**src/lps_pkg.sv**
```systemverilog
// shared constants for the lexicographic permutation step
// no dependencies
package lps_pkg;

  // default geometry of the packed sequence
  localparam int MAX_ELEMENTS_DEF = 8;
  localparam int ELEMENT_BITS_DEF = 4;

  // configuration port
  localparam int DATA_W  = 32;
  localparam int PADDR_W = 3;
  localparam int CFG_W   = 4;

  // register map
  localparam logic [PADDR_W-1:0] ADDR_LENGTH_IN_USE  = 3'h0;
  localparam logic [CFG_W-1:0]   LENGTH_IN_USE_RESET = 4'd8;

endpackage

```
**src/lps_lane.sv**
```systemverilog
// one compare lane: ordered compare of two elements with direction select
// depends on nothing but its ports
module lps_lane #(
  parameter int ELEMENT_BITS = lps_pkg::ELEMENT_BITS_DEF
) (
  input  logic [ELEMENT_BITS-1:0] x_i,
  input  logic [ELEMENT_BITS-1:0] y_i,
  input  logic                    back_i,
  input  logic                    en_i,
  output logic                    hit_o
);

  // forward wants x < y, backward wants x > y
  always_comb begin
    hit_o = en_i & (back_i ? (x_i > y_i) : (x_i < y_i));
  end

endmodule

```
**src/lps_merge.sv**
```systemverilog
// merging stage: picks the highest lane index whose flag is set
// depends on nothing but its ports
module lps_merge #(
  parameter int MAX_ELEMENTS = lps_pkg::MAX_ELEMENTS_DEF,
  localparam int IDX_W = $clog2(MAX_ELEMENTS)
) (
  input  logic [MAX_ELEMENTS-1:0] flags_i,
  output logic                    found_o,
  output logic [IDX_W-1:0]        idx_o
);

  // rightmost set flag wins
  always_comb begin
    found_o = 1'b0;
    idx_o   = '0;
    for (int k = 0; k < MAX_ELEMENTS; k++) begin
      if (flags_i[k]) begin
        found_o = 1'b1;
        idx_o   = IDX_W'(k);
      end
    end
  end

endmodule

```
**src/lps_permute.sv**
```systemverilog
// output stage: swaps pivot and successor, reverses the suffix
// depends on nothing but its ports
module lps_permute #(
  parameter int MAX_ELEMENTS = lps_pkg::MAX_ELEMENTS_DEF,
  parameter int ELEMENT_BITS = lps_pkg::ELEMENT_BITS_DEF,
  localparam int WORD_W = MAX_ELEMENTS * ELEMENT_BITS,
  localparam int IDX_W  = $clog2(MAX_ELEMENTS),
  localparam int CNT_W  = $clog2(MAX_ELEMENTS + 1)
) (
  input  logic [WORD_W-1:0] word_i,
  input  logic [CNT_W-1:0]  n_i,
  input  logic [IDX_W-1:0]  piv_i,
  input  logic [IDX_W-1:0]  succ_i,
  input  logic              found_i,
  output logic [WORD_W-1:0] word_o
);

  localparam int SUM_W = CNT_W + 1;

  logic [ELEMENT_BITS-1:0] elem [MAX_ELEMENTS];
  logic [ELEMENT_BITS-1:0] piv_val;
  logic [ELEMENT_BITS-1:0] succ_val;

  // unpack and pick the two swapped values
  always_comb begin
    for (int k = 0; k < MAX_ELEMENTS; k++) begin
      elem[k] = word_i[k*ELEMENT_BITS +: ELEMENT_BITS];
    end
    piv_val  = elem[piv_i];
    succ_val = elem[succ_i];
  end

  // each position gathers its element from the mirrored suffix slot
  always_comb begin
    logic [IDX_W-1:0] src;
    for (int k = 0; k < MAX_ELEMENTS; k++) begin
      src = IDX_W'(SUM_W'(piv_i) + SUM_W'(n_i) - SUM_W'(k));
      word_o[k*ELEMENT_BITS +: ELEMENT_BITS] = elem[k];
      if (found_i) begin
        if (IDX_W'(k) == piv_i) begin
          word_o[k*ELEMENT_BITS +: ELEMENT_BITS] = succ_val;
        end else if (IDX_W'(k) > piv_i && CNT_W'(k) < n_i) begin
          word_o[k*ELEMENT_BITS +: ELEMENT_BITS] = (src == succ_i) ? piv_val : elem[src];
        end
      end
    end
  end

endmodule

```
**src/lexicographic_permutation_step.sv**
```systemverilog
// top level of the lexicographic permutation step: lanes, merges, output stage
// depends on lps_pkg, lps_lane, lps_merge, lps_permute
//
//  channel   | handshake             | payload
//  ----------+-----------------------+------------------------------------------
//  request   | start / busy          | sequence_in_i, go_backward_i
//  result    | done_o (one cycle)    | sequence_out_o, no_neighbor_o
//  config    | psel/penable/pwrite   | paddr, pwdata, prdata (length_in_use)
//
// a request passes from accept to done_o through the stage 1, stage 2 and result registers, and one enters every cycle
// three register stages hold the results of pivot search, successor search and permute
// busy stays low; the result is shown for one cycle and cannot be held off
// rst_ni clears all valid bits and sets length_in_use to 8
module lexicographic_permutation_step #(
  parameter int MAX_ELEMENTS = lps_pkg::MAX_ELEMENTS_DEF,
  parameter int ELEMENT_BITS = lps_pkg::ELEMENT_BITS_DEF,
  localparam int WORD_W = MAX_ELEMENTS * ELEMENT_BITS
) (
  input  logic                        clk_i,
  input  logic                        rst_ni,
  input  logic                        start,
  output logic                        busy,
  input  logic [WORD_W-1:0]           sequence_in_i,
  input  logic                        go_backward_i,
  output logic                        done_o,
  output logic [WORD_W-1:0]           sequence_out_o,
  output logic                        no_neighbor_o,
  input  logic                        psel,
  input  logic                        penable,
  input  logic                        pwrite,
  input  logic [lps_pkg::PADDR_W-1:0] paddr,
  input  logic [lps_pkg::DATA_W-1:0]  pwdata,
  output logic [lps_pkg::DATA_W-1:0]  prdata,
  output logic                        pready
);

  import lps_pkg::*;

  localparam int IDX_W = $clog2(MAX_ELEMENTS);
  localparam int CNT_W = $clog2(MAX_ELEMENTS + 1);

  logic [CFG_W-1:0] length_q;
  logic             cfg_wr;
  logic [CNT_W-1:0] n_cur;
  logic             accept;

  // configuration register
  assign pready = 1'b1;
  assign cfg_wr = psel & penable & pwrite & pready & (paddr == ADDR_LENGTH_IN_USE);

  always_ff @(posedge clk_i or negedge rst_ni) begin
    if (!rst_ni) begin
      length_q <= LENGTH_IN_USE_RESET;
    end else if (cfg_wr) begin
      length_q <= pwdata[CFG_W-1:0];
    end
  end

  assign prdata = (paddr == ADDR_LENGTH_IN_USE) ? DATA_W'(length_q) : '0;

  // effective length: zero acts as one, clipped to the element count
  always_comb begin
    if (length_q == '0) begin
      n_cur = CNT_W'(1);
    end else if ({1'b0, length_q} > (CFG_W+1)'(MAX_ELEMENTS)) begin
      n_cur = CNT_W'(MAX_ELEMENTS);
    end else begin
      n_cur = CNT_W'(length_q);
    end
  end

  assign busy   = 1'b0;
  assign accept = start & ~busy;

  // stage 0 lanes: ascent or descent between neighbors
  logic [MAX_ELEMENTS-1:0] asc_flags;
  logic                    piv_found;
  logic [IDX_W-1:0]        piv_idx;

  for (genvar p = 0; p < MAX_ELEMENTS - 1; p++) begin : g_asc
    lps_lane #(.ELEMENT_BITS(ELEMENT_BITS)) u_lane (
      .x_i    (sequence_in_i[p*ELEMENT_BITS +: ELEMENT_BITS]),
      .y_i    (sequence_in_i[(p+1)*ELEMENT_BITS +: ELEMENT_BITS]),
      .back_i (go_backward_i),
      .en_i   (CNT_W'(p + 1) < n_cur),
      .hit_o  (asc_flags[p])
    );
  end
  assign asc_flags[MAX_ELEMENTS-1] = 1'b0;

  lps_merge #(.MAX_ELEMENTS(MAX_ELEMENTS)) u_merge_piv (
    .flags_i (asc_flags),
    .found_o (piv_found),
    .idx_o   (piv_idx)
  );

  // stage 1 registers
  logic              v1_q;
  logic [WORD_W-1:0] word1_q;
  logic              back1_q;
  logic [CNT_W-1:0]  n1_q;
  logic [IDX_W-1:0]  piv1_q;
  logic              found1_q;

  always_ff @(posedge clk_i or negedge rst_ni) begin
    if (!rst_ni) begin
      v1_q <= 1'b0;
    end else begin
      v1_q <= accept;
    end
  end

  always_ff @(posedge clk_i) begin
    if (accept) begin
      word1_q  <= sequence_in_i;
      back1_q  <= go_backward_i;
      n1_q     <= n_cur;
      piv1_q   <= piv_idx;
      found1_q <= piv_found;
    end
  end

  // stage 1 lanes: suffix elements beyond the pivot value
  logic [ELEMENT_BITS-1:0] piv1_val;
  logic [MAX_ELEMENTS-1:0] succ_flags;
  logic                    succ_found;
  logic [IDX_W-1:0]        succ_idx;

  always_comb begin
    piv1_val = '0;
    for (int k = 0; k < MAX_ELEMENTS; k++) begin
      if (IDX_W'(k) == piv1_q) begin
        piv1_val = word1_q[k*ELEMENT_BITS +: ELEMENT_BITS];
      end
    end
  end

  for (genvar k = 0; k < MAX_ELEMENTS; k++) begin : g_succ
    lps_lane #(.ELEMENT_BITS(ELEMENT_BITS)) u_lane (
      .x_i    (piv1_val),
      .y_i    (word1_q[k*ELEMENT_BITS +: ELEMENT_BITS]),
      .back_i (back1_q),
      .en_i   ((IDX_W'(k) > piv1_q) && (CNT_W'(k) < n1_q)),
      .hit_o  (succ_flags[k])
    );
  end

  lps_merge #(.MAX_ELEMENTS(MAX_ELEMENTS)) u_merge_succ (
    .flags_i (succ_flags),
    .found_o (succ_found),
    .idx_o   (succ_idx)
  );

  // stage 2 registers
  logic              v2_q;
  logic [WORD_W-1:0] word2_q;
  logic [CNT_W-1:0]  n2_q;
  logic [IDX_W-1:0]  piv2_q;
  logic [IDX_W-1:0]  succ2_q;
  logic              found2_q;

  always_ff @(posedge clk_i or negedge rst_ni) begin
    if (!rst_ni) begin
      v2_q <= 1'b0;
    end else begin
      v2_q <= v1_q;
    end
  end

  // a found pivot always has its right neighbor as a candidate successor
  always_ff @(posedge clk_i) begin
    if (v1_q) begin
      word2_q  <= word1_q;
      n2_q     <= n1_q;
      piv2_q   <= piv1_q;
      succ2_q  <= succ_idx;
      found2_q <= found1_q & succ_found;
    end
  end

  // swap and suffix reversal
  logic [WORD_W-1:0] perm_word;

  lps_permute #(
    .MAX_ELEMENTS (MAX_ELEMENTS),
    .ELEMENT_BITS (ELEMENT_BITS)
  ) u_permute (
    .word_i  (word2_q),
    .n_i     (n2_q),
    .piv_i   (piv2_q),
    .succ_i  (succ2_q),
    .found_i (found2_q),
    .word_o  (perm_word)
  );

  // result register
  logic              done_q;
  logic [WORD_W-1:0] seq_q;
  logic              nn_q;

  always_ff @(posedge clk_i or negedge rst_ni) begin
    if (!rst_ni) begin
      done_q <= 1'b0;
    end else begin
      done_q <= v2_q;
    end
  end

  always_ff @(posedge clk_i) begin
    if (v2_q) begin
      seq_q <= perm_word;
      nn_q  <= ~found2_q;
    end
  end

  assign done_o         = done_q;
  assign sequence_out_o = seq_q;
  assign no_neighbor_o  = nn_q;

endmodule

```
**config.mk**
```make
export PLATFORM = sky130hd
export DESIGN_NAME = lexicographic_permutation_step
export DESIGN_NICKNAME = d
export VERILOG_FILES = /design/src/lps_pkg.sv /design/src/lps_lane.sv /design/src/lps_merge.sv /design/src/lps_permute.sv /design/src/lexicographic_permutation_step.sv
export SDC_FILE = /design/constraint.sdc
export NUM_CORES = 1
export LEC_CHECK = 0
export BUFFER_PORTS_ARGS = -buffer_cell sky130_fd_sc_hd__buf_2
export CAP_MARGIN = 40
export CELL_PAD_IN_SITES_DETAIL_PLACEMENT = 1
export CELL_PAD_IN_SITES_GLOBAL_PLACEMENT = 2
export CORE_ASPECT_RATIO = 1.4
export CORE_MARGIN = 5
export CORE_UTILIZATION = 35
export CTS_CLUSTER_DIAMETER = 60
export DETAILED_ROUTE_END_ITERATION = 10
export PLACE_DENSITY = 0.81
export SETUP_SLACK_MARGIN = 0.02
export SYNTH_ARGS = -nofsm -noshare
export SYNTH_HDL_FRONTEND = slang
export SYNTH_SLANG_ARGS = --single-unit
```
**constraint.sdc**
```tcl
create_clock -name clk_i -period 10.3 [get_ports clk_i]
set_input_delay 0.515 -clock clk_i [delete_from_list [all_inputs] [get_ports clk_i]]
set_output_delay 0.515 -clock clk_i [all_outputs]
set_load 0.005 [all_outputs]
```
* Yosys cells after proc, flatten, opt, wreduce, memory -nomap -nowiden
Index checks and enable logic that the tools add are counted.
** Operators by class
- Add/subtract/negate cells :: 8
- Multipliers :: 0
- Divide/modulo/power cells :: 0
- $lt $le $gt $ge :: 80
- Equality and inequality tests :: 22
- Shift operators :: 0
- Multiplexer cells :: 108
- Bitwise logic cells :: 30
- Reductions and logical operators :: 24
** Operators with widths (count)
- 4-bit two-way mux :: 63
- 4-bit binary-select mux with 3-bit select :: 10
- 4-bit greater-than comparator :: 15
- 4-bit < comparator :: 15
- 3-bit by 4-bit < comparator with 1-bit output, first input constant :: 12
- 4-bit greater-or-equal comparator, second input constant :: 10
- 3-bit inverter with 4-bit output :: 10
- 1-bit two-way mux :: 27
- 3-bit equality test :: 8
- 3-bit equality test, first input constant :: 8
- 3-bit greater-than comparator, first input constant :: 8
- 2-bit by 4-bit < comparator with 1-bit output, first input constant :: 6
- 1-bit by 4-bit < comparator with 1-bit output, first input constant :: 5
- 1-bit bitwise AND :: 19
- 1-bit logical AND :: 16
- 2-bit two-way mux :: 8
- 2-bit by 3-bit equality test with 1-bit output, first input constant :: 4
- 1-bit by 3-bit greater-than comparator with 1-bit output, first input constant :: 4
- 2-bit by 3-bit greater-than comparator with 1-bit output, first input constant :: 4
- 3-bit subtractor, second input constant :: 4
- 3-bit logical NOT :: 3
- 1-bit by 3-bit equality test with 1-bit output, first input constant :: 2
- 6-bit OR reduction :: 1
- 3-bit by 2-bit subtractor with 3-bit output, second input constant :: 2
- 8 further kinds :: 8
** Storage, ports and cells
- Bits in registers :: 124
- Latch bits :: 0
- Bits in writable memories :: 0
- ROM bits :: 0
- Bits of input ports :: 74
- Output and inout bits :: 68
- Word-level logic and storage cells :: 291
- Memories :: 0

* Longest topological paths before layout
- Depth after elaboration :: 21
- Depth in mapped cells :: 14

* Hierarchy
Synthesis repeated with hierarchy kept, for this count alone.
** Second synthesis, totals
- Cell total of the unflattened synthesis :: 833
- Area, all modules :: 9474.1 µm²
** Modules (own cells, without submodules)
- lexicographic_permutation_step :: instances 1, cells an instance 224, area an instance 4496.8 µm²
- lps_permute :: instances 1, cells an instance 345, area an instance 2966.6 µm²
- lps_lane :: instances 15, cells an instance 16, area an instance 126.4 µm²
- lps_merge :: instances 2, cells an instance 12, area an instance 57.6 µm²

* Worst setup path before layout
No wires, ideal clock.
- Path type :: flip-flop to flip-flop
- Start point :: reg n2_q[0]
- End point :: reg seq_q[31], in the netlist sequence_out_o[31] (data pin)
- Arrival time :: 3.186 ns
- Required time :: 10.020 ns
- Setup slack :: 6.834 ns
- Cell stages (with the launch flop) :: 13
- Clock period less this slack :: 3.466 ns
- Cells stage by stage :: edfxtp_1 > ha_1 > fa_1 > buf_2 > inv_1 > ha_1 > clkbuf_1 > mux4_2 > a21oi_1 > nand2_1 > o31ai_1 > a2111o_1 > o311ai_0
** Between the ends
- Longest elaborated chain between the ends :: 10
** RTL lines
- from (decl) :: line lexicographic_permutation_step.sv:157 : logic [CNT_W-1:0] n2_q;
- from (signal assigned) :: line lexicographic_permutation_step.sv:174 : n2_q <= n1_q;
- 3-bit adder :: line lps_permute.sv:37 : src = IDX_W'(SUM_W'(piv_i) + SUM_W'(n_i) - SUM_W'(k));
- 3-bit subtractor :: line lps_permute.sv:37
- 3-bit inverter with 4-bit output (implied by the code) :: line lps_permute.sv:43 : word_o[k*ELEMENT_BITS +: ELEMENT_BITS] = (src == succ_i) ? piv_val : elem[src];
- 4-bit binary-select mux with 3-bit select :: line lps_permute.sv:43
- 4-bit two-way mux (implied by the code) (2 in a row) :: line lps_permute.sv:43
- 4-bit two-way mux :: line lps_permute.sv:43
- 4-bit two-way mux * :: line lps_permute.sv:42 : end else if (IDX_W'(k) > piv_i && CNT_W'(k) < n_i) begin
- 4-bit two-way mux * :: line lps_permute.sv:40 : if (IDX_W'(k) == piv_i) begin
- 4-bit two-way mux * :: line lps_permute.sv:39 : if (found_i) begin
- net perm_word[31] :: line lexicographic_permutation_step.sv:182 : logic [WORD_W-1:0] perm_word;
- to (signal assigned) :: line lexicographic_permutation_step.sv:211 : seq_q <= perm_word;
- to (decl) :: line lexicographic_permutation_step.sv:198 : logic [WORD_W-1:0] seq_q;
The timed path passes the listed nets; every way through them passes the cells marked *. The select of a mux whose other input is x is not followed.
A chain may end at the register's enable or synchronous reset.

* Final worst setup path
- Start point :: reg piv2_q[0]
- End point :: reg seq_q[14], in the netlist sequence_out_o[14] (data pin)
** Between the ends
- Longest elaborated chain between the ends :: 10
** RTL lines
- from (decl) :: line lexicographic_permutation_step.sv:158 : logic [IDX_W-1:0] piv2_q;
- from (signal assigned) :: line lexicographic_permutation_step.sv:175 : piv2_q <= piv1_q;
- 3-bit adder :: line lps_permute.sv:37
- 3-bit by 2-bit subtractor with 3-bit output :: line lps_permute.sv:37
- 3-bit inverter with 4-bit output (implied by the code) :: line lps_permute.sv:43
- 4-bit binary-select mux with 3-bit select :: line lps_permute.sv:43
- 4-bit two-way mux (implied by the code) (2 in a row) :: line lps_permute.sv:43
- 4-bit two-way mux :: line lps_permute.sv:43
- 4-bit two-way mux :: line lps_permute.sv:42
- 4-bit two-way mux * :: line lps_permute.sv:40
- 4-bit two-way mux * :: line lps_permute.sv:39
- net perm_word[14] :: line lexicographic_permutation_step.sv:182
Marked as above.

==> impl_metrics.ini <==
[cts]
cts-root-buf = clkbuf_16
post_cts_buffers = 0
clk_path_buf_depth = 2
clkSinkCount = 124
post_cts_resized = 0
clk_pin_slew_ps = 50
cts_tree = done
cts_hold_buf = 1
htree_levels = 4
cts_made_buffers = 17
insertion_delay_ps = 430

[detailed_routing]
routedWlPerCell_um = 22.1
ant_nets = 0
drt_wl_total_um = 26400
vias = 6695
drtIter0Drc = 505
first_pass_iters = 5
drt-vias-per-instance = 5.59
remaining_drc_errors = 0

[synth]
synth_area_per_cell_sq_um = 11.4
synth-async-reset-ratio = 0.0565
synth_edf_count = 117
synthCells = 782
synth_seq_area_share = 0.415
ys_ff_latch = 124
yosysUniqueCellTypes = 60
synth_area_sq_mm = 0.00889
ys_warn_count = 0
ys.flop_type = edfxtp_1

[placed_design]
dp_hpwl_um = 20100
gp_congestion = 0.914
portBuffers = 83

[sta]
fin_skew_ps = 15.5
fmax_ghz = 0.265
worst_pin_slew_ps = 847
setup_viol = 0
rsz0062_at_grt = no
hold_violations = 0
setup_tns_ps = 0
period_minus_slack_ps = 3770
finalCritPeriodShare = 0.366
slew_headroom = 0.420
slew_viol_final = 0

[status]
status = finished, final reports clean

[power]
peakVddDrop_mv = 0.137
p_int_uw = 1410
sw_frac_of_total = 0.364
power_density_mw_per_mm2 = 219
cellLeakagePower_uw = 0.00422
p_clk_frac = 0.261
seq_power_share = 0.331
p_sw_uw = 809
combPwrFrac = 0.408
total_power_uw = 2220

[worst_setup_path]
required_ps = 10530
crit_type = register to register
crit_path_max_fanout = 25
path_cells = buf_4, ha_2, fa_1, buf_4, inv_1, ha_1, xnor2_1, and2_1, nand2_1, mux2_2, a221oi_1
cp_slowest_cell = ha_1
crit_top_cell = buf_4
arrival_ps = 4000
end_kind = register
r2r_slack_ps = 6530
crit_path_start_kind = register
critical_path.max_stage_delay_ps = 610

[global_routing]
grt_max_degree = 45
gr-total-overflow = 0
grt_pass1_wl_um = 40900
grt_pass1_vias = 7067
grtUsageTotal = 0.189
antenna_found_initial = 0

[floorplanning]
start_util = 0.353
dieArea_sq_mm = 0.0287
die_x_um = 145
die_h_um = 199
rows = 69
num_io_pins = 142
core_area_sq_mm = 0.0252

[finish]
drive_gt1_frac = 0.235
nets = 1000
diodes = 0
area_growth_pct = 14.2

[job]
maxCapViolations = 0

[min_path]
hold_path.class = primary input to register
## metrics by stage
stage	hold slack (ps)	worst slack [ps]	cell area [sq um]	utilization	instances
2_1_floorplan	219	6830	8990	-	810
3_3_place_gp	366	6530	9530	0.378	1159
3_5_place_dp	367	6550	9560	0.379	1164
4_1_cts	272	6510	10100	0.403	1197
5_1_grt	268	6270	10100	0.403	1197
6_report	285	6530	10100	0.403	1197
## final timing paths
| check | startpoint | endpoint | cells past startpoint |
|---|---|---|---|
| setup / recovery | piv2_q[0] | sequence_out_o[14] | 11 |
| hold / removal | sequence_in_i[31] | word1_q[31] | 1 |
| setup reg to reg | piv2_q[0] | sequence_out_o[14] | 11 |
| hold reg to reg | word1_q[2] | word2_q[2] | 0 |
| max in group asynchronous | rst_ni | length_q[3] | 2 |
| min in group asynchronous | rst_ni | length_q[0] | 2 |
## cell families after synthesis
group / count (synthesis) / share of synthesized area
and+or+nand+nor: 165 / 0.0876
AOI/OAI and AO/OA: 164 / 0.116
buffers and inverters: 136 / 0.0718
DFF: 124 / 0.415
muxes: 119 / 0.205
adders and majority gates: 61 / 0.0867
xor gates and xnor gates: 11 / 0.0170
other: 2 / 0.000845
## power groups by stage
stage                     logic [uW]  registers (uW)  clock network, uW
after floorplan                  695             682                  0
after global placement           870             740                  0
after detailed placement         900             744                  0
after CTS                        908             735                593
after global routing             990             743                618
final                            906             736                580
## critical path: cells and delay by family (launching register included)
| kind | cells | cell delay (ps) |
|---|---|---|
| flops | 1 | 350 |
| fa+ha+maj | 3 | 1320 |
| xor+xnor | 1 | 150 |
| mux | 1 | 370 |
| compound gates | 1 | 330 |
| simple gates | 2 | 350 |
| buf+inv | 3 | 690 |
## cell type report
cell class / count / area [sq um]
Fill cell: 2783 / 15100
Sequential cell: 124 / 3690
Clock inverter: 9 / 87.6
Clock buffer: 23 / 488
Multi-Input combinational cell: 550 / 4670
Tap cell: 319 / 399
Inverter: 72 / 270
Timing Repair Buffer: 100 / 546
## cell usage in the layout (no fill, tap or decap), drive strengths merged, types with 16 or more instances in the layout
cell,Yosys,layout
edfxtp,117,117
buf,42,99
inv,71,72
a21oi,60,60
ha,60,60
mux2i,54,54
nor2,50,50
mux4,49,49
nand2,48,48
o21ai,37,37
conb,2,30
clkbuf,22,23
mux2,16,16
## registers in the layout, summed over array words and instances (netlist names)
name and count:
back1_q 1, done_o 1, found1_q 1, found2_q 1
length_q 4, n1_q 4, n2_q 4, no_neighbor_o 1
piv1_q 3, piv2_q 3, sequence_out_o 32, succ2_q 3
v1_q 1, v2_q 1, word1_q 32, word2_q 32
## synth_stat cells, types with 3 or more instances
cell type,instances,share of area
a21oi_1,60,0.034
dfrtp_1,6,0.017
o22ai_1,12,0.0084
o211ai_1,7,0.0059
o31ai_1,3,0.0025
mux2i_1,54,0.061
buf_4,30,0.025
o21a_1,5,0.0042
edfxtp_1,117,0.40
inv_1,71,0.030
mux4_2,49,0.12
nor2b_1,15,0.011
a211oi_1,6,0.0051
nand2_1,48,0.020
xnor2_1,4,0.0039
o221ai_1,4,0.0039
o21ai_0,36,0.020
nor2_1,50,0.021
nand2b_1,10,0.0070
o221a_2,3,0.0038
buf_1,5,0.0021
a221oi_1,8,0.0079
nand4_1,7,0.0049
a221o_1,4,0.0045
buf_2,6,0.0034
and2_1,9,0.0063
a31oi_1,3,0.0021
ha_1,60,0.084
mux2_2,16,0.020
clkbuf_1,22,0.0093
nand3_1,11,0.0062
nor3_1,5,0.0028
## metal layers
layer | wire, um | part of all wire | vias to the layer above | global-route usage
met4 | 1390 | 0.053 | 0 | 0.0999
met2 | 14000 | 0.53 | 273 | 0.337
met3 | 1530 | 0.058 | 77 | 0.0385
met5 | 0 | 0 | - | 0
met1 | 9550 | 0.36 | 3283 | 0.210
li1 | - | - | 3062 | -
(Power assumes the default switching activity.)
